File: config.mk
export PLATFORM = sky130hd
export DESIGN_NAME = go_nogo_trial_sequencer_unit
export DESIGN_NICKNAME = d
export VERILOG_FILES = /design/src/gnts_pkg.sv /design/src/gnts_cfg_regs.sv /design/src/gnts_core.sv /design/src/go_nogo_trial_sequencer_unit.sv
export SDC_FILE = /design/constraint.sdc
export NUM_CORES = 1
export LEC_CHECK = 0
export ABC_AREA = 1
export BUFFER_PORTS_ARGS = -buffer_cell sky130_fd_sc_hd__buf_2
export CAP_MARGIN = 20
export CORE_ASPECT_RATIO = 0.5
export CORE_MARGIN = 4
export CORE_UTILIZATION = 42
export DETAILED_ROUTE_END_ITERATION = 16
export SLEW_MARGIN = 20
export SYNTH_ARGS = -nofsm -noshare
export SYNTH_HDL_FRONTEND = slang
export SYNTH_SLANG_ARGS = --single-unit
File: constraint.sdc
create_clock -name i_clk -period 6.8 [get_ports i_clk]
set_input_delay 1.02 -clock i_clk [delete_from_list [all_inputs] [get_ports i_clk]]
set_output_delay 1.02 -clock i_clk [all_outputs]
set_load 0.02 [all_outputs]
File: src/gnts_pkg.sv
`default_nettype none

package gnts_pkg;

    localparam int unsigned TIME_W    = 48;
    localparam int unsigned TICK_W    = 32;
    localparam int unsigned COUNT_W   = 16;
    localparam int unsigned LAT_W     = 32;
    localparam int unsigned TRIAL_W   = 32;
    localparam int unsigned KIND_W    = 3;
    localparam int unsigned MASK_W    = 17;
    localparam int unsigned CFG_W     = 32;
    localparam int unsigned NUM_TICKS = 7;

    localparam int unsigned S_TDATA_W = 56;
    localparam int unsigned S_TUSER_W = 2;
    localparam int unsigned M_TDATA_W = 96;
    localparam int unsigned M_TUSER_W = 3;

    // outcome mask bit positions
    localparam int unsigned OM_WINDOW  = 0;
    localparam int unsigned OM_EARLY   = 1;
    localparam int unsigned OM_LATE    = 2;
    localparam int unsigned OM_HIT     = 3;
    localparam int unsigned OM_MISS    = 4;
    localparam int unsigned OM_FALARM  = 5;
    localparam int unsigned OM_CREJECT = 6;
    localparam int unsigned OM_REWARD  = 7;
    localparam int unsigned OM_PUNISH  = 8;
    localparam int unsigned OM_TYPE0   = 9;

    typedef enum logic [1:0] {
        FN_TICK  = 2'd0,
        FN_RESP  = 2'd1,
        FN_START = 2'd2,
        FN_RESET = 2'd3
    } t_func;

    typedef enum logic [2:0] {
        PH_IDLE  = 3'd0,
        PH_PRE   = 3'd1,
        PH_CUE   = 3'd2,
        PH_DELAY = 3'd3,
        PH_WIN   = 3'd4,
        PH_POST  = 3'd5,
        PH_TOUT  = 3'd6,
        PH_ITI   = 3'd7
    } t_phase;

    typedef enum logic [2:0] {
        EV_NONE    = 3'd0,
        EV_NEW     = 3'd1,
        EV_CUE     = 3'd2,
        EV_OUTCOME = 3'd3,
        EV_DONE    = 3'd4
    } t_event;

    typedef enum logic [2:0] {
        CFG_PRE     = 3'd0,
        CFG_CUE     = 3'd1,
        CFG_DELAY   = 3'd2,
        CFG_WINDOW  = 3'd3,
        CFG_POST    = 3'd4,
        CFG_ITI     = 3'd5,
        CFG_TIMEOUT = 3'd6,
        CFG_THRESH  = 3'd7
    } t_cfg_idx;

    typedef struct packed {
        logic [NUM_TICKS-1:0][TICK_W-1:0] ticks;
        logic [COUNT_W-1:0]               thresh;
    } t_cfg;

    typedef struct packed {
        t_func              func;
        logic [TIME_W-1:0]  time_us;
        logic [KIND_W-1:0]  trial_kind;
        logic               auto_reward;
        logic               house_light_on;
    } t_item;

    typedef struct packed {
        t_phase              phase;
        t_event              event_kind;
        logic [MASK_W-1:0]   outcome_mask;
        logic                sync_pulse;
        logic                cue_pulse;
        logic                reward_pulse;
        logic                punish_pulse;
        logic                house_light;
        logic                status_led;
        logic [LAT_W-1:0]    latency_us;
        logic                latency_valid;
        logic [TRIAL_W-1:0]  trial_count;
    } t_result;

endpackage

`default_nettype wire

File: src/gnts_cfg_regs.sv
`default_nettype none

module gnts_cfg_regs
    import gnts_pkg::*;
(
    input  wire logic              i_clk,
    input  wire logic              i_rst_n,
    input  wire logic              i_cfg_we,
    input  wire logic [2:0]        i_cfg_addr,
    input  wire logic [CFG_W-1:0]  i_cfg_wdata,
    output t_cfg                   o_cfg
);

    t_cfg r_cfg;

    always_ff @(posedge i_clk) begin
        if (!i_rst_n) begin
            r_cfg.ticks  <= '0;
            r_cfg.thresh <= COUNT_W'(1);
        end else if (i_cfg_we) begin
            unique case (t_cfg_idx'(i_cfg_addr))
                CFG_PRE, CFG_CUE, CFG_DELAY, CFG_WINDOW,
                CFG_POST, CFG_ITI, CFG_TIMEOUT: begin
                    r_cfg.ticks[i_cfg_addr] <= i_cfg_wdata;
                end
                CFG_THRESH: begin
                    r_cfg.thresh <= i_cfg_wdata[COUNT_W-1:0];
                end
            endcase
        end
    end

    assign o_cfg = r_cfg;

endmodule

`default_nettype wire

File: src/gnts_core.sv
`default_nettype none

module gnts_core
    import gnts_pkg::*;
#(
    parameter int unsigned TYPE_BITS = 3
) (
    input  wire logic  i_clk,
    input  wire logic  i_rst_n,
    input  wire logic  i_step,
    input  wire t_item i_item,
    input  wire t_cfg  i_cfg,
    output t_result    o_res
);

    t_phase               r_phase,    n_phase;
    logic [TICK_W-1:0]    r_ticks,    n_ticks;
    logic [TIME_W-1:0]    r_cue_time, n_cue_time;
    logic [COUNT_W-1:0]   r_win_resp, n_win_resp;
    logic                 r_early,    n_early;
    logic                 r_late,     n_late;
    logic                 r_resp,     n_resp;
    logic [TRIAL_W-1:0]   r_trials,   n_trials;
    logic [TYPE_BITS-1:0] r_kind,     n_kind;
    logic                 r_auto,     n_auto;
    logic                 r_house,    n_house;
    logic [LAT_W-1:0]     r_lat,      n_lat;
    logic                 r_lat_vld,  n_lat_vld;
    logic                 r_light,    n_light;

    logic [TIME_W-1:0]    lat_diff;
    logic [COUNT_W-1:0]   resp_inc;
    t_event               ev;
    logic [MASK_W-1:0]    mask;
    logic                 sync_p, cue_p, rew_p, pun_p;

    always_comb begin
        n_phase    = r_phase;
        n_ticks    = r_ticks;
        n_cue_time = r_cue_time;
        n_win_resp = r_win_resp;
        n_early    = r_early;
        n_late     = r_late;
        n_resp     = r_resp;
        n_trials   = r_trials;
        n_kind     = r_kind;
        n_auto     = r_auto;
        n_house    = r_house;
        n_lat      = r_lat;
        n_lat_vld  = r_lat_vld;
        n_light    = r_light;
        ev         = EV_NONE;
        mask       = '0;
        sync_p     = 1'b0;
        cue_p      = 1'b0;
        rew_p      = 1'b0;
        pun_p      = 1'b0;
        lat_diff   = i_item.time_us - r_cue_time;
        resp_inc   = (r_win_resp != '1) ? r_win_resp + COUNT_W'(1) : r_win_resp;

        unique case (i_item.func)
            FN_START: begin
                n_trials   = r_trials + TRIAL_W'(1);
                n_early    = 1'b0;
                n_late     = 1'b0;
                n_resp     = 1'b0;
                n_win_resp = '0;
                n_cue_time = '0;
                n_lat      = '0;
                n_lat_vld  = 1'b0;
                n_light    = 1'b0;
                n_kind     = i_item.trial_kind[TYPE_BITS-1:0];
                n_auto     = i_item.auto_reward;
                n_house    = i_item.house_light_on;
                sync_p     = 1'b1;
                ev         = EV_NEW;
                n_phase    = PH_PRE;
                n_ticks    = i_cfg.ticks[CFG_PRE];
            end
            FN_RESET: begin
                n_phase    = PH_IDLE;
                n_ticks    = '0;
                n_early    = 1'b0;
                n_late     = 1'b0;
                n_resp     = 1'b0;
                n_win_resp = '0;
                n_light    = 1'b0;
            end
            FN_RESP: begin
                priority if (r_phase == PH_WIN) begin
                    if (r_win_resp == '0) begin
                        n_lat     = (|lat_diff[TIME_W-1:LAT_W]) ? '1 : lat_diff[LAT_W-1:0];
                        n_lat_vld = 1'b1;
                    end
                    n_win_resp = resp_inc;
                    if (resp_inc >= i_cfg.thresh) begin
                        n_resp  = 1'b1;
                        n_ticks = '0;
                    end
                end else if (r_phase == PH_PRE || r_phase == PH_CUE || r_phase == PH_DELAY) begin
                    n_early = 1'b1;
                end else if (r_phase == PH_POST) begin
                    n_late = 1'b1;
                end else begin
                    n_early = r_early;
                end
            end
            FN_TICK: begin
                if (r_phase != PH_IDLE) begin
                    if (r_ticks != '0) begin
                        n_ticks = r_ticks - TICK_W'(1);
                    end else begin
                        unique case (r_phase)
                            PH_PRE: begin
                                n_cue_time = i_item.time_us;
                                cue_p      = (i_cfg.ticks[CFG_CUE] != '0);
                                ev         = EV_CUE;
                                n_phase    = PH_CUE;
                                n_ticks    = i_cfg.ticks[CFG_CUE];
                            end
                            PH_CUE: begin
                                n_phase = PH_DELAY;
                                n_ticks = i_cfg.ticks[CFG_DELAY];
                            end
                            PH_DELAY: begin
                                n_phase = PH_WIN;
                                n_ticks = i_cfg.ticks[CFG_WINDOW];
                            end
                            PH_WIN: begin
                                n_phase = PH_POST;
                                n_ticks = i_cfg.ticks[CFG_POST];
                            end
                            PH_POST: begin
                                mask[OM_WINDOW] = 1'b1;
                                mask[5'(OM_TYPE0) + 5'(r_kind)] = 1'b1;
                                mask[OM_EARLY] = r_early;
                                mask[OM_LATE]  = r_late;
                                n_phase = PH_ITI;
                                n_ticks = i_cfg.ticks[CFG_ITI];
                                if (r_kind == '0) begin
                                    if (r_resp) begin
                                        mask[OM_HIT]    = 1'b1;
                                        mask[OM_REWARD] = r_auto;
                                        rew_p           = r_auto;
                                    end else begin
                                        mask[OM_MISS] = 1'b1;
                                    end
                                end else if (r_resp) begin
                                    mask[OM_FALARM] = 1'b1;
                                    mask[OM_PUNISH] = 1'b1;
                                    pun_p           = 1'b1;
                                    if (i_cfg.ticks[CFG_TIMEOUT] != '0) begin
                                        n_light = 1'b0;
                                        n_phase = PH_TOUT;
                                        n_ticks = i_cfg.ticks[CFG_TIMEOUT];
                                    end
                                end else begin
                                    mask[OM_CREJECT] = 1'b1;
                                end
                                ev = EV_OUTCOME;
                            end
                            PH_TOUT: begin
                                n_light = r_house;
                                n_phase = PH_ITI;
                                n_ticks = i_cfg.ticks[CFG_ITI];
                            end
                            PH_ITI, PH_IDLE: begin
                                n_phase = PH_IDLE;
                                n_ticks = '0;
                                ev      = EV_DONE;
                            end
                        endcase
                    end
                end
            end
        endcase

        o_res.phase         = n_phase;
        o_res.event_kind    = ev;
        o_res.outcome_mask  = mask;
        o_res.sync_pulse    = sync_p;
        o_res.cue_pulse     = cue_p;
        o_res.reward_pulse  = rew_p;
        o_res.punish_pulse  = pun_p;
        o_res.house_light   = n_light;
        o_res.status_led    = (n_phase != PH_IDLE);
        o_res.latency_us    = n_lat;
        o_res.latency_valid = n_lat_vld;
        o_res.trial_count   = n_trials;
    end

    always_ff @(posedge i_clk) begin
        if (!i_rst_n) begin
            r_phase    <= PH_IDLE;
            r_ticks    <= '0;
            r_cue_time <= '0;
            r_win_resp <= '0;
            r_early    <= 1'b0;
            r_late     <= 1'b0;
            r_resp     <= 1'b0;
            r_trials   <= '0;
            r_kind     <= '0;
            r_auto     <= 1'b0;
            r_house    <= 1'b0;
            r_lat      <= '0;
            r_lat_vld  <= 1'b0;
            r_light    <= 1'b0;
        end else if (i_step) begin
            r_phase    <= n_phase;
            r_ticks    <= n_ticks;
            r_cue_time <= n_cue_time;
            r_win_resp <= n_win_resp;
            r_early    <= n_early;
            r_late     <= n_late;
            r_resp     <= n_resp;
            r_trials   <= n_trials;
            r_kind     <= n_kind;
            r_auto     <= n_auto;
            r_house    <= n_house;
            r_lat      <= n_lat;
            r_lat_vld  <= n_lat_vld;
            r_light    <= n_light;
        end
    end

    a_start_enters_pre: assert property (@(posedge i_clk) disable iff (!i_rst_n)
        (i_step && i_item.func == FN_START) |=> (r_phase == PH_PRE && !r_light))
        else $error("start did not enter pre-window");

    a_reset_goes_idle: assert property (@(posedge i_clk) disable iff (!i_rst_n)
        (i_step && i_item.func == FN_RESET) |=> (r_phase == PH_IDLE && r_ticks == '0))
        else $error("reset item did not return to idle");

    a_trial_count_step: assert property (@(posedge i_clk) disable iff (!i_rst_n)
        (i_step && i_item.func == FN_START) |=> (r_trials == $past(r_trials) + TRIAL_W'(1)))
        else $error("trial count did not advance on start");

    a_hold_when_idle: assert property (@(posedge i_clk) disable iff (!i_rst_n)
        !i_step |=> ($stable(r_phase) && $stable(r_ticks) && $stable(r_trials)))
        else $error("state moved without a request");

endmodule

`default_nettype wire

File: src/go_nogo_trial_sequencer_unit.sv
// Requests pass the input register, then the result register, to m_axis.
// Throughput: one request per cycle; the input register and the result
// register advance together whenever the result register is empty or taken.
// Reset (i_rst_n low, synchronous): phase idle, counters, flags, latency and
// other core state cleared, pipeline registers empty, resp_threshold 1, ticks 0.
`default_nettype none

module go_nogo_trial_sequencer_unit
    import gnts_pkg::*;
#(
    parameter int unsigned TYPE_BITS = 3
) (
    input  wire logic                  i_clk,
    input  wire logic                  i_rst_n,
    input  wire logic                  i_cfg_we,
    input  wire logic [2:0]            i_cfg_addr,
    input  wire logic [CFG_W-1:0]      i_cfg_wdata,
    input  wire logic                  s_axis_tvalid,
    output logic                       s_axis_tready,
    // time_us[47:0], trial_kind[50:48], auto_reward[51], house_light_on[52]
    input  wire logic [S_TDATA_W-1:0]  s_axis_tdata,
    // func[1:0]
    input  wire logic [S_TUSER_W-1:0]  s_axis_tuser,
    output logic                       m_axis_tvalid,
    input  wire logic                  m_axis_tready,
    // phase[2:0], outcome_mask[19:3], sync_pulse[20], cue_pulse[21],
    // reward_pulse[22], punish_pulse[23], house_light[24], status_led[25],
    // latency_us[57:26], latency_valid[58], trial_count[90:59]
    output logic [M_TDATA_W-1:0]       m_axis_tdata,
    // event_kind[2:0]
    output logic [M_TUSER_W-1:0]       m_axis_tuser
);

    t_cfg    cfg;
    t_result res;
    t_item   r_in;
    t_result r_out;
    logic    r_in_vld;
    logic    r_out_vld;
    logic    adv;
    logic    step;

    gnts_cfg_regs u_cfg (
        .i_clk       (i_clk),
        .i_rst_n     (i_rst_n),
        .i_cfg_we    (i_cfg_we),
        .i_cfg_addr  (i_cfg_addr),
        .i_cfg_wdata (i_cfg_wdata),
        .o_cfg       (cfg)
    );

    assign adv           = !r_out_vld || m_axis_tready;
    assign step          = r_in_vld && adv;
    assign s_axis_tready = !r_in_vld || adv;

    always_ff @(posedge i_clk) begin
        if (!i_rst_n) begin
            r_in_vld <= 1'b0;
        end else if (s_axis_tready) begin
            r_in_vld <= s_axis_tvalid;
        end
    end

    always_ff @(posedge i_clk) begin
        if (s_axis_tvalid && s_axis_tready) begin
            r_in.func           <= t_func'(s_axis_tuser);
            r_in.time_us        <= s_axis_tdata[47:0];
            r_in.trial_kind     <= s_axis_tdata[50:48];
            r_in.auto_reward    <= s_axis_tdata[51];
            r_in.house_light_on <= s_axis_tdata[52];
        end
    end

    gnts_core #(
        .TYPE_BITS (TYPE_BITS)
    ) u_core (
        .i_clk   (i_clk),
        .i_rst_n (i_rst_n),
        .i_step  (step),
        .i_item  (r_in),
        .i_cfg   (cfg),
        .o_res   (res)
    );

    always_ff @(posedge i_clk) begin
        if (!i_rst_n) begin
            r_out_vld <= 1'b0;
        end else if (adv) begin
            r_out_vld <= r_in_vld;
        end
    end

    always_ff @(posedge i_clk) begin
        if (step) begin
            r_out <= res;
        end
    end

    assign m_axis_tvalid = r_out_vld;
    assign m_axis_tuser  = r_out.event_kind;
    assign m_axis_tdata  = {5'b0, r_out.trial_count, r_out.latency_valid, r_out.latency_us,
                            r_out.status_led, r_out.house_light, r_out.punish_pulse,
                            r_out.reward_pulse, r_out.cue_pulse, r_out.sync_pulse,
                            r_out.outcome_mask, r_out.phase};

endmodule

`default_nettype wire
Yosys cells after proc, flatten, opt, wreduce, memory -nomap -nowiden. Index checks and enable logic that the tools add are counted.

Bits in registers: 564. Latch bits: 0. Memory bits (writable): 0. ROM bits: 0. Input port bits: 98. Output and inout port bits: 101. Word-level logic and storage cells: 195. Memories: 0.

$add $sub $neg: 5. $mul: 0. Divide/modulo/power cells: 0. Order comparisons: 5. Equality and inequality tests: 27. Shift operators: 0. Muxes and demuxes: 70. Bitwise gates (word level): 6. Reduce and logical (&&, ||, !) cells: 40.

Operator list (number): two-way mux 32 bit (12); bitwise mux 224 bit (1); one-hot mux 32 bit (7 select lines) (1); two-way mux 48 bit (3); one-hot mux 32 bit (4 select lines) (1); demux 32 bit (select 3 bit) (1); one-hot mux 48 bit (2 select lines) (1); nonzero test 32 bit (3); one-hot mux 32 bit (2 select lines) (1); subtractor 48 bit (1); adder 32 x 1 -> 32 bit (second input constant) (1); two-way mux 16 bit (2); one-hot mux 16 bit (2 select lines) (1); subtractor 32 x 1 -> 32 bit (second input constant) (1); two-way mux 1 bit (27); equality test 3 bit (second input constant) (8); one-hot mux 3 bit (7 select lines) (1); two-way mux 3 bit (6); one-hot mux 3 bit (3 select lines) (2); adder 16 x 1 -> 16 bit (second input constant) (1); >= comparator 16 bit (1); logical NOT 16 bit (1); != test 16 bit (second input constant) (1); OR reduction 16 bit (1); 33 further kinds (74).

Depth between registers and ports, before layout.
Depth in word-level cells: 9. Mapped depth: 28. Gate-level depth less buffers: 27.

Hierarchy. From an unflattened synthesis, not the netlist that was laid out.

Cells, all modules: 4602. Area total of the unflattened synthesis: 31441.4 um^2.

Modules (own cells, without submodules): gnts_core (times used 1, cells an instance 3077, area each 17367.9 um^2, seq. area each 3463.3 um^2); gnts_cfg_regs (times used 1, cells an instance 1357, area each 9462.8 um^2, seq. area each 4804.6 um^2); go_nogo_trial_sequencer_unit (times used 1, cells an instance 168, area each 4610.7 um^2, seq. area each 4514.3 um^2).

Worst setup path before layout. No wires, ideal clock.

Path kind: input-to-reg. Start: input m_axis_tready. End: register r_out (netlist bit m_axis_tdata[0]) (enable). Setup time: 0.495 ns. Arrival time: 4.090 ns. Required time: 6.305 ns. Setup slack: 2.216 ns. Stages on the path: 5. Path buffers: 1. Cell sequence: inv_1 -> nand2_1 -> nand2_1 -> inv_1 -> buf_1.

Longest elaborated chain between the ends: 2.

Ends and longest elaborated chain: from (decl) (line go_nogo_trial_sequencer_unit.sv:25) `input wire logic m_axis_tready,`; logical OR 1 bit (line go_nogo_trial_sequencer_unit.sv:52) `assign adv = !r_out_vld || m_axis_tready;`; logical AND 1 bit (line go_nogo_trial_sequencer_unit.sv:53) `assign step = r_in_vld && adv;`; via step (line go_nogo_trial_sequencer_unit.sv:41) `logic step;`; to (signal assigned) (line go_nogo_trial_sequencer_unit.sv:95) `r_out <= res;`; to (decl) (line go_nogo_trial_sequencer_unit.sv:37) `t_result r_out;`.

The timed path passes the listed nets, and every way through them passes these cells. A chain may end at the register's enable or synchronous reset.

Final worst setup path.
Start: register u_core.r_win_resp[2]. End: register u_core.r_ticks[25].

Longest elaborated chain between the ends: 5. Elaborated cells between the ends (all ways): 6. Classes of those cells: add/sub (1); order compare (1); eq/ne (2); mux (1); reduce/logical (1).

Ends and longest elaborated chain: from (decl) (line gnts_core.sv:19) `logic [COUNT_W-1:0] r_win_resp, n_win_resp;`; from (signal assigned) (line gnts_core.sv:212) `r_win_resp <= n_win_resp;`; adder 16 x 1 -> 16 bit / != test 16 bit (equally long branches) (line gnts_core.sv:59) `resp_inc = (r_win_resp != '1) ? r_win_resp + COUNT_W'(1) : r_win_resp;`; two-way mux 16 bit (*) (line gnts_core.sv:59); >= comparator 16 bit (*) (line gnts_core.sv:96) `if (resp_inc >= i_cfg.thresh) begin`; != test 2 x 1 -> 1 bit (no line) (*); AND reduction 4 bit (no line) (*); to (signal assigned) (line gnts_core.sv:210) `r_ticks <= n_ticks;`; to (decl) (line gnts_core.sv:17) `logic [TICK_W-1:0] r_ticks, n_ticks;`.

Mark *: on every way between the ends. The rest lies on a longest branch, timed or not.

==> results_dict.tcl <==
set metrics [dict create \
    coreArea_um2 71220 \
    grt_antenna_before_repair 3 \
    cp.required_ns 7.34 \
    yosysTopAreaCellShare_pct 27.39 \
    yosys_warnings 0 \
    regToRegSetupSlack_ns 2.20 \
    fin_util_pct 47.37 \
    sequentialPowerShare_pct 45.6 \
    grt_max_degree 138 \
    path_class "reg2reg" \
    worst_pin_slew_ns 1.067 \
    cts.sinks 564 \
    synthFlopType "dfxtp_1" \
    wl_per_cell_um 16.98 \
    start_util_pct 42.59 \
    ctsResizeCount 0 \
    cts_tree "yes" \
    dieArea_um2 76860 \
    totalWireLength_um 89220 \
    worstSetupEndpointType "flop" \
    ys_top_cells_by_area "dfxtp_1 27%, edfxtp_1 15%, nand2_1 9.8%" \
    power_frac_comb_pct 15.2 \
    cts-buffers-inserted 54 \
    clock_path_buffers 3 \
    r2r_cells 27 \
    hold_end "u_cfg.o_cfg[140]$_SDFFE_PN0P_" \
    finalSetupViolCount 0 \
    port_buffers 190 \
    fin_crit_ns 4.595 \
    clkPwrFrac_pct 39.2 \
    nNetsFinal 4424 \
    grt_pass1_wl_um 139800 \
    hold_viol 0 \
    drt_pass1_iterations 5 \
    max_freq_mhz 217.6 \
    postCtsSetupRepairBufs 0 \
    crit_path_max_fanout 32 \
    hp-class "reg2reg" \
    syn2layout_area_growth_pct 11.22 \
    syn_inst 4154 \
    drt_iter0_drc 1837 \
    fin_crit_sh_pct 67.57 \
    switchingPower_mw 2.333 \
    multi_input_area_um2 14170 \
    grt_setup_unrepaired "false" \
    r2r-start "u_core.r_win_resp[2]$_SDFFE_PN0P_" \
    synth.largest_area_cell "dfxtp_1" \
    setup_tns_ns 0 \
    powerDensity_nw_per_um2 239.5 \
    outcome "complete, no violations" \
    avgSynthCellArea_um2 7.303 \
    htreeDepth 2 \
    ios 199 \
    min_path_cells 2 \
    grt_pass1_vias 25347 \
    r2r-end "u_core.r_ticks[25]$_SDFFE_PN0P_" \
    gp_congestion 0.8979 \
    final_layout_size_suffix_gt1_share_pct 12.49 \
    antenna_left 0 \
    cts_root_buf "clkbuf_16" \
    finalMaxSlewViolations 0 \
    async_flop_share_pct 0 \
    fin_skew_ns 0.04577 \
    switching_share_pct 28.87 \
    synth_edf_count 149 \
    arrival_ns 5.13 \
    synth.most_common_cell "nand2_1" \
    dp.final_hpwl_um 60800 \
    postCtsHoldBufs 0 \
    p_int_mw 5.747 \
    fp.dieW_um 388.1 \
    drc 0 \
    via_count 26797 \
    hp-start "u_cfg.o_cfg[140]$_SDFFE_PN0P_" \
    p_leak_nw 14.69 \
    std_cell_rows 69 \
    synthesis.area_um2 30340 \
    via_per_inst 5.100 \
    seqCellArea_um2 12780 \
    maxSlewHeadroom_pct 28.71 \
    netlist-cell-type-count 58 \
    fillers 7192 \
    ys_ff_latch 564 \
    synthTopCellsByCount "796 x nand2_1, 638 x inv_1, 464 x nor2_1, 415 x dfxtp_1, 385 x a21oi_1" \
    die_h_um 198.0 \
    critPathLaunchType "flop" \
    grt-ovfl-total 0 \
    track_usage_pct 22.60 \
    drv_cap 0 \
    clk_pin_slew_ns 0.07 \
    clk_latency_ns 0.65 \
    vdd_drop_max_v 0.0002041 \
    seq_area_frac_synth_pct 42.13 \
]
how the worst max path moves through the flow:
| stage | slack, ns | to | startpoint | cells past startpoint |
|---|---|---|---|---|
| 2_1_floorplan | 2.22 | m_axis_tdata[0]$_DFFE_PP_ | m_axis_tready | 5 |
| 3_3_place_gp | 2.29 | u_core.r_ticks[25]$_SDFFE_PN0P_ | u_core.r_win_resp[2]$_SDFFE_PN0P_ | 27 |
| 3_5_place_dp | 2.25 | u_core.r_ticks[25]$_SDFFE_PN0P_ | u_core.r_win_resp[2]$_SDFFE_PN0P_ | 27 |
| 4_1_cts | 2.20 | u_core.r_ticks[25]$_SDFFE_PN0P_ | u_core.r_win_resp[2]$_SDFFE_PN0P_ | 27 |
| 5_1_grt | 1.64 | u_core.r_ticks[21]$_SDFFE_PN0P_ | u_core.r_win_resp[2]$_SDFFE_PN0P_ | 28 |
| 6_report | 2.20 | u_core.r_ticks[25]$_SDFFE_PN0P_ | u_core.r_win_resp[2]$_SDFFE_PN0P_ | 27 |
flip-flops by register name, indices dropped and copies added (netlist names), 16 cells and up:
| signal | count |
|---|---|
| m_axis_tdata | 91 |
| r_in | 55 |
| u_cfg.o_cfg | 240 |
| u_core.r_cue_time | 48 |
| u_core.r_lat | 32 |
| u_core.r_ticks | 32 |
| u_core.r_trials | 32 |
| u_core.r_win_resp | 16 |
critical path: stages, from the launching register on:
cell      delay [ns]
dfxtp_1         0.44
nand2_1         0.08
nor2_1          0.12
inv_1           0.05
nor2_1          0.13
nand3_1         0.14
nor2_1          0.11
inv_1           0.07
nor3_1          0.30
nand3_1         0.18
o21ai_0         0.18
nand3_1         0.12
ha_1            0.33
nand2_1         0.06
inv_1           0.06
nand3_1         0.10
nor3_1          0.26
nand2_1         0.09
nand3_1         0.12
o21ai_0         0.11
inv_1           0.07
nand3_1         0.07
buf_4           0.28
inv_1           0.29
buf_4           0.41
nand3_1         0.13
o211ai_1        0.10
inv_1           0.05
metal layers:
layer | share of wire (%) | GRT usage [%] | up-vias
li1 | - | - | 13615
met5 | 0 | 0 | -
met3 | 4.7 | 2.851 | 168
met2 | 47 | 38.80 | 574
met1 | 45 | 29.76 | 12440
met4 | 2.9 | 7.318 | 0
layout by cell type, fill, tap and decap left out, types with 17 or more instances in the layout:
master and instances:
nand4_1 44, clkbuf_16 54, o211ai_1 32, ha_1 74, buf_4 39, nor3_1 43
nand3_1 162, edfxtp_1 149, a211oi_2 38, nand2_2 50, a221oi_1 17, inv_1 633
o22ai_1 34, nand2_1 795, nor2_1 462, o21ai_0 339, a21oi_1 385, nor2_2 25
inv_2 22, dfxtp_1 415, xor2_1 71, nand3_2 65, buf_2 189
final cells by class:
class	count	area share [%]
Inverter	664	7.420
Clock buffer	70	4.272
Tap cell	958	3.552
Antenna cell	4	0.02967
Timing Repair Buffer	230	3.738
Multi-Input combinational cell	2735	41.99
Clock inverter	29	1.112
Sequential cell	564	37.88
stage by stage:
| stage | setup WS, ns | hold WS [ns] | std cells | power, mW | instance area, µm² |
|---|---|---|---|---|---|
| floorplan | 2.216 | 0.4236 | 4158 | 4.602 | 30350 |
| global placement | 2.295 | 0.4327 | 5151 | 4.967 | 31910 |
| detailed placement | 2.254 | 0.4407 | 5151 | 4.983 | 31910 |
| CTS | 2.201 | 0.4482 | 5250 | 8.155 | 33730 |
| global route | 1.643 | 0.4660 | 5253 | 8.457 | 33740 |
| finish | 2.205 | 0.4478 | 5254 | 8.080 | 33740 |
cells by family (layout without fill, tap and decap cells):
kind of cell | Yosys count | after routing | synth area share, %
DFF | 564 | 564 | 42.13
xor gates and xnor gates | 72 | 72 | 2.079
adders and majority gates | 77 | 77 | 3.201
buffers and inverters | 859 | 993 | 11.27
other | 1 | 9 | 0.01236
and+or+nand+nor | 1691 | 1691 | 24.80
AOI/OAI and AO/OA | 890 | 890 | 16.50
power by group through the flow:
stage               sequential [mW]  clock (mW)  combinational (mW)
floorplan                      3.78           0               0.826
global placement               3.75           0                1.21
detailed placement             3.76           0                1.23
CTS                            3.68        3.24                1.23
global route                   3.70        3.38                1.38
finish                         3.68        3.16                1.23
No activity file was read; power rests on OpenSTA's default activity.
